$ cat config.mk
export PLATFORM = sky130hd
export DESIGN_NAME = viu_accum
export DESIGN_NICKNAME = d
export VERILOG_FILES = /design/src/rtl/viu_pkg.sv /design/src/rtl/viu_accum.sv
export SDC_FILE = /design/constraint.sdc
export NUM_CORES = 1
export LEC_CHECK = 0
export ABC_AREA = 1
export ABC_CLOCK_PERIOD_IN_PS = 3110
export BUFFER_PORTS_ARGS = -buffer_cell sky130_fd_sc_hd__buf_2
export CORE_MARGIN = 4
export CORE_UTILIZATION = 40
export CTS_CLUSTER_DIAMETER = 50
export DETAILED_ROUTE_END_ITERATION = 8
export PLACE_DENSITY = 0.7
export SLEW_MARGIN = 20
export SYNTH_ARGS = -nofsm -noshare
export SYNTH_HDL_FRONTEND = slang
export SYNTH_SLANG_ARGS = --single-unit
$ cat constraint.sdc
create_clock -name clk -period 3.11 [get_ports clk]
set_input_delay 0.311 -clock clk [delete_from_list [all_inputs] [get_ports clk]]
set_output_delay 0.311 -clock clk [all_outputs]
set_load 0.05 [all_outputs]
$ cat src/rtl/viu_pkg.sv
// Package of the vector interpolation unit: widths, rounding constants,
// the command encoding and the structs passed between pipeline sections.
// No dependencies.
package viu_pkg;

  localparam int FB   = 16;          // fraction bits of t
  localparam int TW   = FB + 1;      // width of t, which reaches 1.0
  localparam int PT_W = 32;          // width of a point component
  localparam int CW   = PT_W + 5;    // width of a doubled blend coefficient
  localparam int PW   = CW + TW + 1; // width of coefficient times a power of t
  localparam int AW   = PW + 2;      // accumulator width
  localparam int RW   = AW - FB - 1; // width of the rounded sum before clipping
  localparam int SQ_W = 2 * TW;      // width of a product of two t values

  localparam logic [TW-1:0]   ONE      = TW'(1) << FB;
  localparam logic [SQ_W:0]   SQ_HALF  = (SQ_W + 1)'(1) << (FB - 1);
  localparam logic [AW-1:0]   ACC_HALF = AW'(1) << FB;

  typedef enum logic [2:0] {
    CMD_LERP        = 3'd0,
    CMD_EASE_IN     = 3'd1,
    CMD_EASE_OUT    = 3'd2,
    CMD_EASE_IN_OUT = 3'd3,
    CMD_HERMITE     = 3'd4,
    CMD_CATMULL_ROM = 3'd5
  } cmd_t;

  // Sum is k0*ONE + k1*t + k2*t2 + k3*t3, always divided by 2*ONE at the end.
  typedef struct packed {
    logic signed [CW-1:0] k0;
    logic signed [CW-1:0] k1;
    logic signed [CW-1:0] k2;
    logic signed [CW-1:0] k3;
  } coef_t;

  typedef struct packed {
    logic                 valid;
    logic signed [CW-1:0] k0;
    logic signed [PW-1:0] p1;
    logic signed [PW-1:0] p2;
    logic signed [PW-1:0] p3;
  } prod_t;

endpackage

$ cat src/rtl/viu_accum.sv
// Summing section of the vector interpolation unit: adds the four terms over
// two register stages, rounds half up, clips to 32 bits and drives the result.
// Depends on viu_pkg.
module viu_accum (
  input  logic                            clk,
  input  logic                            rst_n,
  input  viu_pkg::prod_t                  prod_i,
  output logic                            out_valid,
  output logic signed [viu_pkg::PT_W-1:0] out_value,
  output logic                            out_saturated
);

  localparam int K0_EXT = viu_pkg::AW - viu_pkg::CW - viu_pkg::FB;
  localparam int P_EXT  = viu_pkg::AW - viu_pkg::PW;

  logic                           v4_r;
  logic [viu_pkg::AW-1:0]         sa_r, sb_r;
  logic                           out_valid_r;
  logic [viu_pkg::PT_W-1:0]       out_value_r;
  logic                           out_saturated_r;

  logic [viu_pkg::AW-1:0]         k0_ext, p1_ext, p2_ext, p3_ext;
  logic [viu_pkg::AW-1:0]         acc;
  logic [viu_pkg::RW-1:0]         rounded;
  logic [viu_pkg::RW-viu_pkg::PT_W:0] top;
  logic                           clip;
  logic [viu_pkg::PT_W-1:0]       value_nxt;

  assign k0_ext = {{K0_EXT{prod_i.k0[viu_pkg::CW-1]}}, prod_i.k0, {viu_pkg::FB{1'b0}}};
  assign p1_ext = {{P_EXT{prod_i.p1[viu_pkg::PW-1]}}, prod_i.p1};
  assign p2_ext = {{P_EXT{prod_i.p2[viu_pkg::PW-1]}}, prod_i.p2};
  assign p3_ext = {{P_EXT{prod_i.p3[viu_pkg::PW-1]}}, prod_i.p3};

  // Floor of (sum + ONE) / (2*ONE) is the half-up rounding of sum / (2*ONE).
  assign acc     = sa_r + sb_r + viu_pkg::ACC_HALF;
  assign rounded = acc[viu_pkg::AW-1:viu_pkg::FB+1];
  assign top     = rounded[viu_pkg::RW-1:viu_pkg::PT_W-1];
  assign clip    = !((&top) || !(|top));

  always_comb begin
    value_nxt = rounded[viu_pkg::PT_W-1:0];
    if (clip) begin
      value_nxt = rounded[viu_pkg::RW-1] ? {1'b1, {(viu_pkg::PT_W-1){1'b0}}}
                                         : {1'b0, {(viu_pkg::PT_W-1){1'b1}}};
    end
  end

  always_ff @(posedge clk) begin
    if (!rst_n) begin
      v4_r        <= 1'b0;
      out_valid_r <= 1'b0;
    end else begin
      v4_r        <= prod_i.valid;
      out_valid_r <= v4_r;
    end
  end

  always_ff @(posedge clk) begin
    sa_r            <= k0_ext + p1_ext;
    sb_r            <= p2_ext + p3_ext;
    out_value_r     <= value_nxt;
    out_saturated_r <= clip;
  end

  assign out_valid     = out_valid_r;
  assign out_value     = out_value_r;
  assign out_saturated = out_saturated_r;

endmodule

After elaboration in Yosys (flattened, before gate mapping) --
Index checks and enable logic that the tools add are counted.
Storage, ports and cells: output and inout port bits 34, register bits 147, input bits 205
Operators by class: $add $sub $neg 4, reductions and logical operators 5, mux-type cells 2
Operator list (number):
- $mux 32 | 2
- $add 56x56->57 | 1
- $add 57x17->57 const B | 1
- $add 53x55->56 | 1
- $add 55x55->56 | 1
- $reduce_and 9->1 | 1
- $reduce_or 9->1 | 1
- $logic_not 1->1 | 2
- $logic_or 1x1->1 | 1

Depth between registers and ports, before layout --
word-level depth 6, gate-level depth with buffers 23

Worst setup path after synthesis --
Ideal clock, no wire load.
path type reg2reg, from register sa_r[26] in the netlist's numbering, to register out_value_r, in the netlist out_value[10], path buffers 1, data arrival time 2293 ps, clock period less this slack 2406 ps, cell stages (with the launch flop) 17, path slack 704 ps, path through dfxtp_1 ha_1 ha_1 nand2_1 inv_1 nand2_1 nand2_1 a21oi_1 nor2_1 o21a_1 nor2_1 nand2_2 xnor2_4 inv_2 nand2_2 buf_6 nand2_1
Between the ends: word-level cells in the longest chain between the ends 6
RTL lines:
- from (decl) | line viu_accum.sv:17 | logic [viu_pkg::AW-1:0] sa_r, sb_r;
- from (signal assigned) | line viu_accum.sv:59 | sa_r <= k0_ext + p1_ext;
- $add 56x56->57 (*) | line viu_accum.sv:35 | assign acc = sa_r + sb_r + viu_pkg::ACC_HALF;
- $add 57x17->57 (*) | line viu_accum.sv:35
- $reduce_or 9->1 | line viu_accum.sv:38 | assign clip = !((&top) || !(|top));
- $logic_not 1->1 | line viu_accum.sv:38
- $logic_or 1x1->1 | line viu_accum.sv:38
- $mux 32 (*) | line viu_accum.sv:42 | if (clip) begin
- net value_nxt, one bit | line viu_accum.sv:27 | logic [viu_pkg::PT_W-1:0] value_nxt;
- to (signal assigned) | line viu_accum.sv:61 | out_value_r <= value_nxt;
- to (decl) | line viu_accum.sv:19 | logic [viu_pkg::PT_W-1:0] out_value_r;
Mark *: on every way through the listed nets, which the timed path passes. The rest lies on a longest branch. A chain may end at the register's enable or synchronous reset.

Worst setup path in the final report --
from register sa_r[11] in the netlist's numbering, to register out_value_r, in the netlist out_value[24]
Same word-level chain as after synthesis.

==> impl_metrics.xml <==
<?xml version="1.0" encoding="UTF-8"?>
<metrics>
  <group name="outcome">
    <metric name="run_status" unit="">finished, final reports clean</metric>
  </group>
  <group name="die">
    <metric name="placement_rows" unit="">68</metric>
    <metric name="start_util" unit="">0.407</metric>
    <metric name="floorplan.io_pins" unit="">239</metric>
    <metric name="coreArea" unit="um^2">34700</metric>
    <metric name="design.die.area" unit="um^2">38400</metric>
    <metric name="die_h" unit="um">196</metric>
    <metric name="dieWidth" unit="um">196</metric>
  </group>
  <group name="route">
    <metric name="drt_pre_antenna_iters" unit="">7</metric>
    <metric name="ant_nets" unit="">0</metric>
    <metric name="wirelength" unit="um">47300</metric>
    <metric name="via_per_inst" unit="">5.00</metric>
    <metric name="vias" unit="">14800</metric>
    <metric name="drt_iter0_markers" unit="">907</metric>
    <metric name="drc" unit="">0</metric>
    <metric name="routed_wire_length_per_instance" unit="um">16.0</metric>
  </group>
  <group name="yosys">
    <metric name="syn-instance-count" unit="">2209</metric>
    <metric name="proportion_of_register_bits_with_asynchronous_set_or_reset_after_synthesis" unit="">0</metric>
    <metric name="yosys_register_bits" unit="">147</metric>
    <metric name="ys_dominant_reg_cell" unit="">sky130_fd_sc_hd__dfxtp_1</metric>
    <metric name="synth_enable_flop_cells" unit="">0</metric>
    <metric name="mean_syn_cell_area" unit="um^2">6.40</metric>
    <metric name="yosysSeqAreaShare" unit="">0.208</metric>
    <metric name="synthDistinctLibCells" unit="">43</metric>
    <metric name="warning_count_from_the_yosys_run" unit="">0</metric>
    <metric name="synthesized_area" unit="um^2">14100</metric>
    <metric name="syn-num-nets" unit="">2619</metric>
  </group>
  <group name="hold_path">
    <metric name="worstHoldEndpoint" unit="">v4_r$_SDFF_PN0_</metric>
    <metric name="whs_path_depth" unit="">3</metric>
    <metric name="hold_start" unit="">prod_i[202]</metric>
    <metric name="hp-class" unit="">in -&gt; reg</metric>
  </group>
  <group name="final_layout">
    <metric name="fillCellCount" unit="">3612</metric>
    <metric name="multiInputGateArea" unit="um^2">9740</metric>
    <metric name="area.sequential" unit="um^2">2940</metric>
    <metric name="num_antenna_cells" unit="">0</metric>
    <metric name="layout_commonest_cell" unit="">sky130_fd_sc_hd__nand2_1</metric>
    <metric name="nets" unit="">2893</metric>
    <metric name="area_growth" unit="%">17.9</metric>
    <metric name="share_of_post_route_cells_with_drive_strength_above_1" unit="">0.131</metric>
    <metric name="mostFrequentLayoutCells" unit="">sky130_fd_sc_hd__nand2_1 (627), sky130_fd_sc_hd__inv_1 (367), sky130_fd_sc_hd__buf_2 (238)</metric>
  </group>
  <group name="global_routing">
    <metric name="global_route.overflow_total" unit="">0</metric>
    <metric name="antenna_found_initial" unit="">2</metric>
    <metric name="grt.total_usage" unit="">0.239</metric>
    <metric name="grt_first_pass_wirelength" unit="um">73500</metric>
    <metric name="first_global_vias" unit="">14100</metric>
    <metric name="grt_max_degree" unit="">33</metric>
  </group>
  <group name="clocking">
    <metric name="tritoncts_clock_tree" unit="">built</metric>
    <metric name="postCtsSetupRepairBufs" unit="">0</metric>
    <metric name="cts_made_buffers" unit="">17</metric>
    <metric name="clkSlewWorstSetupHoldPaths" unit="ns">0.06</metric>
    <metric name="insertion_delay" unit="ns">0.44</metric>
    <metric name="cts_root_buf" unit="">sky130_fd_sc_hd__clkbuf_16</metric>
    <metric name="clockBufferDepth" unit="">2</metric>
    <metric name="cts.sink_count" unit="">147</metric>
    <metric name="h-tree-depth" unit="">4</metric>
  </group>
  <group name="power">
    <metric name="power-per-cell-area" unit="nW/um^2">768</metric>
    <metric name="vdd.ir_drop.worst" unit="mV">0.743</metric>
    <metric name="leakage_dissipation" unit="nW">8.93</metric>
  </group>
  <group name="setup_path">
    <metric name="regToRegSetupSlack" unit="ns">0.18</metric>
    <metric name="crit_path_end_kind" unit="">register</metric>
    <metric name="rr_endpoint" unit="">out_value[24]$_DFF_P_</metric>
    <metric name="worstReg2RegStart" unit="">sa_r[11]$_DFF_P_</metric>
    <metric name="worst_ep_arrival_time" unit="ns">3.30</metric>
    <metric name="crit_required" unit="ns">3.49</metric>
    <metric name="critPathKind" unit="">reg -&gt; reg</metric>
    <metric name="critPathMaxFanout" unit="">3</metric>
    <metric name="critPathLaunchType" unit="">register</metric>
    <metric name="r2r_cells" unit="">14</metric>
  </group>
  <group name="place">
    <metric name="dp_worst_setup_slack" unit="ns">0.0530</metric>
    <metric name="post-dp-hpwl" unit="um">41900</metric>
    <metric name="buffer_ports.inserted" unit="">238</metric>
    <metric name="gpl.final_weighted_congestion" unit="">0.950</metric>
  </group>
  <group name="sta">
    <metric name="period_share" unit="">0.941</metric>
    <metric name="period_minus_slack" unit="ns">2.93</metric>
    <metric name="slew-limit-headroom" unit="">0.486</metric>
    <metric name="clock.fmax" unit="MHz">342</metric>
    <metric name="finalWorstSetupSlack" unit="ns">0.183</metric>
    <metric name="fin_skew" unit="ns">0.0138</metric>
    <metric name="whs" unit="ns">0.0552</metric>
    <metric name="drv_slew" unit="">0</metric>
    <metric name="final-setup-viol-count" unit="">0</metric>
    <metric name="worstMarginPinSlew" unit="ns">0.765</metric>
    <metric name="hold_viol" unit="">0</metric>
  </group>
  <group name="flow_run">
    <metric name="maxCapViolations" unit="">0</metric>
  </group>
</metrics>
## power by group
part	leakage [nW]	switching, W	internal (W)
registers	1.24	0.000171	0.00245
logic	7.40	0.00550	0.00255
clock network	0.291	0.000870	0.00128
total	8.93	0.00654	0.00627
## metal layers
metal,vias to the layer above,share of wire,global-route usage
li1,7621,-,-
met1,6647,0.47,0.333
met2,434,0.46,0.403
met3,49,0.046,0.0210
met4,0,0.018,0.0551
met5,-,0,0
## worst max-delay path: stages, from the launching register on
cell,delay (ns)
sky130_fd_sc_hd__dfxtp_1,0.31
sky130_fd_sc_hd__ha_1,0.30
sky130_fd_sc_hd__ha_1,0.33
sky130_fd_sc_hd__nand2_1,0.13
sky130_fd_sc_hd__nor2_1,0.17
sky130_fd_sc_hd__nand3_1,0.12
sky130_fd_sc_hd__inv_1,0.07
sky130_fd_sc_hd__nand2_1,0.05
sky130_fd_sc_hd__nand3_1,0.24
sky130_fd_sc_hd__nand2_1,0.15
sky130_fd_sc_hd__o21ai_0,0.32
sky130_fd_sc_hd__a21oi_1,0.20
sky130_fd_sc_hd__xnor2_1,0.31
sky130_fd_sc_hd__nand2_1,0.11
sky130_fd_sc_hd__nand2_1,0.07
## flip-flops by register name (all words and copies together), names as in the netlist
| name | cells |
|---|---|
| v4_r | 1 |
| out_value | 32 |
| out_saturated | 1 |
| sa_r | 56 |
| sb_r | 56 |
| out_valid | 1 |
## cell families (layout without fill, tap and decap cells)
logic type | Yosys count | after routing | synth area share
and+or+nand+nor | 1022 | 1022 | 0.297
buffers and inverters | 380 | 666 | 0.104
AOI/OAI and AO/OA | 334 | 334 | 0.132
adders and majority gates | 205 | 205 | 0.183
DFF | 147 | 147 | 0.208
xor gates and xnor gates | 121 | 121 | 0.0763
## cell type report
class                   instances  share of cell area
inverters                     374              0.0842
clock inverters                12              0.0102
flip-flops and latches        147               0.177
multi-input cells            1682               0.584
repair buffers                261              0.0850
clock buffers                  19              0.0260
well taps                     455              0.0341
## per-stage QoR
| step | std cells | utilization | setup TNS, ns | power (W) | cell area, um^2 |
|---|---|---|---|---|---|
| floorplan | 2209 | - | 0 | 0.00837 | 14100 |
| detailed placement | 2903 | 0.458 | 0 | 0.0106 | 15900 |
| global placement | 2903 | 0.458 | 0 | 0.0105 | 15900 |
| global route | 2950 | 0.480 | -0.0243 | 0.0138 | 16700 |
| finish | 2950 | 0.480 | 0 | 0.0128 | 16700 |
| CTS | 2950 | 0.480 | 0 | 0.0128 | 16700 |
## what timing repair did
action / CTS / global route
setup endpoints to repair: 0 / 32
resized for setup: 0 / 3
hold endpoints to repair: 16 / 0
hold buffers: 16 / 0
## worst max-delay path by stage
stage / from / end / slack (ns) / cells past startpoint
floorplan: sa_r[26]$_DFF_P_ / out_value[10]$_DFF_P_ / 0.70 / 16
global placement: prod_i[126] / sa_r[48]$_DFF_P_ / 0.15 / 16
detailed placement: prod_i[126] / sa_r[48]$_DFF_P_ / 0.05 / 16
CTS: sa_r[11]$_DFF_P_ / out_value[24]$_DFF_P_ / 0.20 / 14
global route: sb_r[39]$_DFF_P_ / out_value[11]$_DFF_P_ / -0.01 / 18
finish: sa_r[11]$_DFF_P_ / out_value[24]$_DFF_P_ / 0.18 / 14
## cell usage after synthesis, types with 2 or more instances
cell / n / area share
sky130_fd_sc_hd__dfxtp_1: 147 / 0.21
sky130_fd_sc_hd__nand3_1: 79 / 0.028
sky130_fd_sc_hd__nor2_1: 225 / 0.060
sky130_fd_sc_hd__o21ai_0: 80 / 0.028
sky130_fd_sc_hd__nor3_2: 2 / 0.0014
sky130_fd_sc_hd__and2_1: 3 / 0.0013
sky130_fd_sc_hd__o21a_1: 7 / 0.0037
sky130_fd_sc_hd__nor2_4: 2 / 0.0016
sky130_fd_sc_hd__nand2_2: 13 / 0.0058
sky130_fd_sc_hd__nand3_2: 4 / 0.0028
sky130_fd_sc_hd__xor2_1: 71 / 0.044
sky130_fd_sc_hd__buf_6: 6 / 0.0048
sky130_fd_sc_hd__inv_2: 6 / 0.0016
sky130_fd_sc_hd__a31oi_1: 20 / 0.0089
sky130_fd_sc_hd__nand2_1: 627 / 0.17
sky130_fd_sc_hd__xnor2_1: 49 / 0.030
sky130_fd_sc_hd__a21boi_0: 6 / 0.0032
sky130_fd_sc_hd__a21o_1: 12 / 0.0064
sky130_fd_sc_hd__a21oi_1: 170 / 0.060
sky130_fd_sc_hd__o211ai_1: 6 / 0.0032
sky130_fd_sc_hd__nor4_1: 2 / 0.00088
sky130_fd_sc_hd__and3_1: 2 / 0.00088
sky130_fd_sc_hd__o21ai_2: 2 / 0.0012
sky130_fd_sc_hd__o21ai_1: 2 / 0.00071
sky130_fd_sc_hd__a221oi_1: 6 / 0.0037
sky130_fd_sc_hd__o21bai_1: 15 / 0.0080
sky130_fd_sc_hd__a211oi_1: 2 / 0.0011
sky130_fd_sc_hd__inv_1: 367 / 0.097
sky130_fd_sc_hd__fa_1: 2 / 0.0028
sky130_fd_sc_hd__o2111ai_1: 3 / 0.0019
sky130_fd_sc_hd__nand4_1: 18 / 0.0080
sky130_fd_sc_hd__nor2_2: 16 / 0.0071
sky130_fd_sc_hd__nor3_1: 25 / 0.0089
sky130_fd_sc_hd__ha_1: 203 / 0.18
No activity file was read; power rests on OpenSTA's default activity.
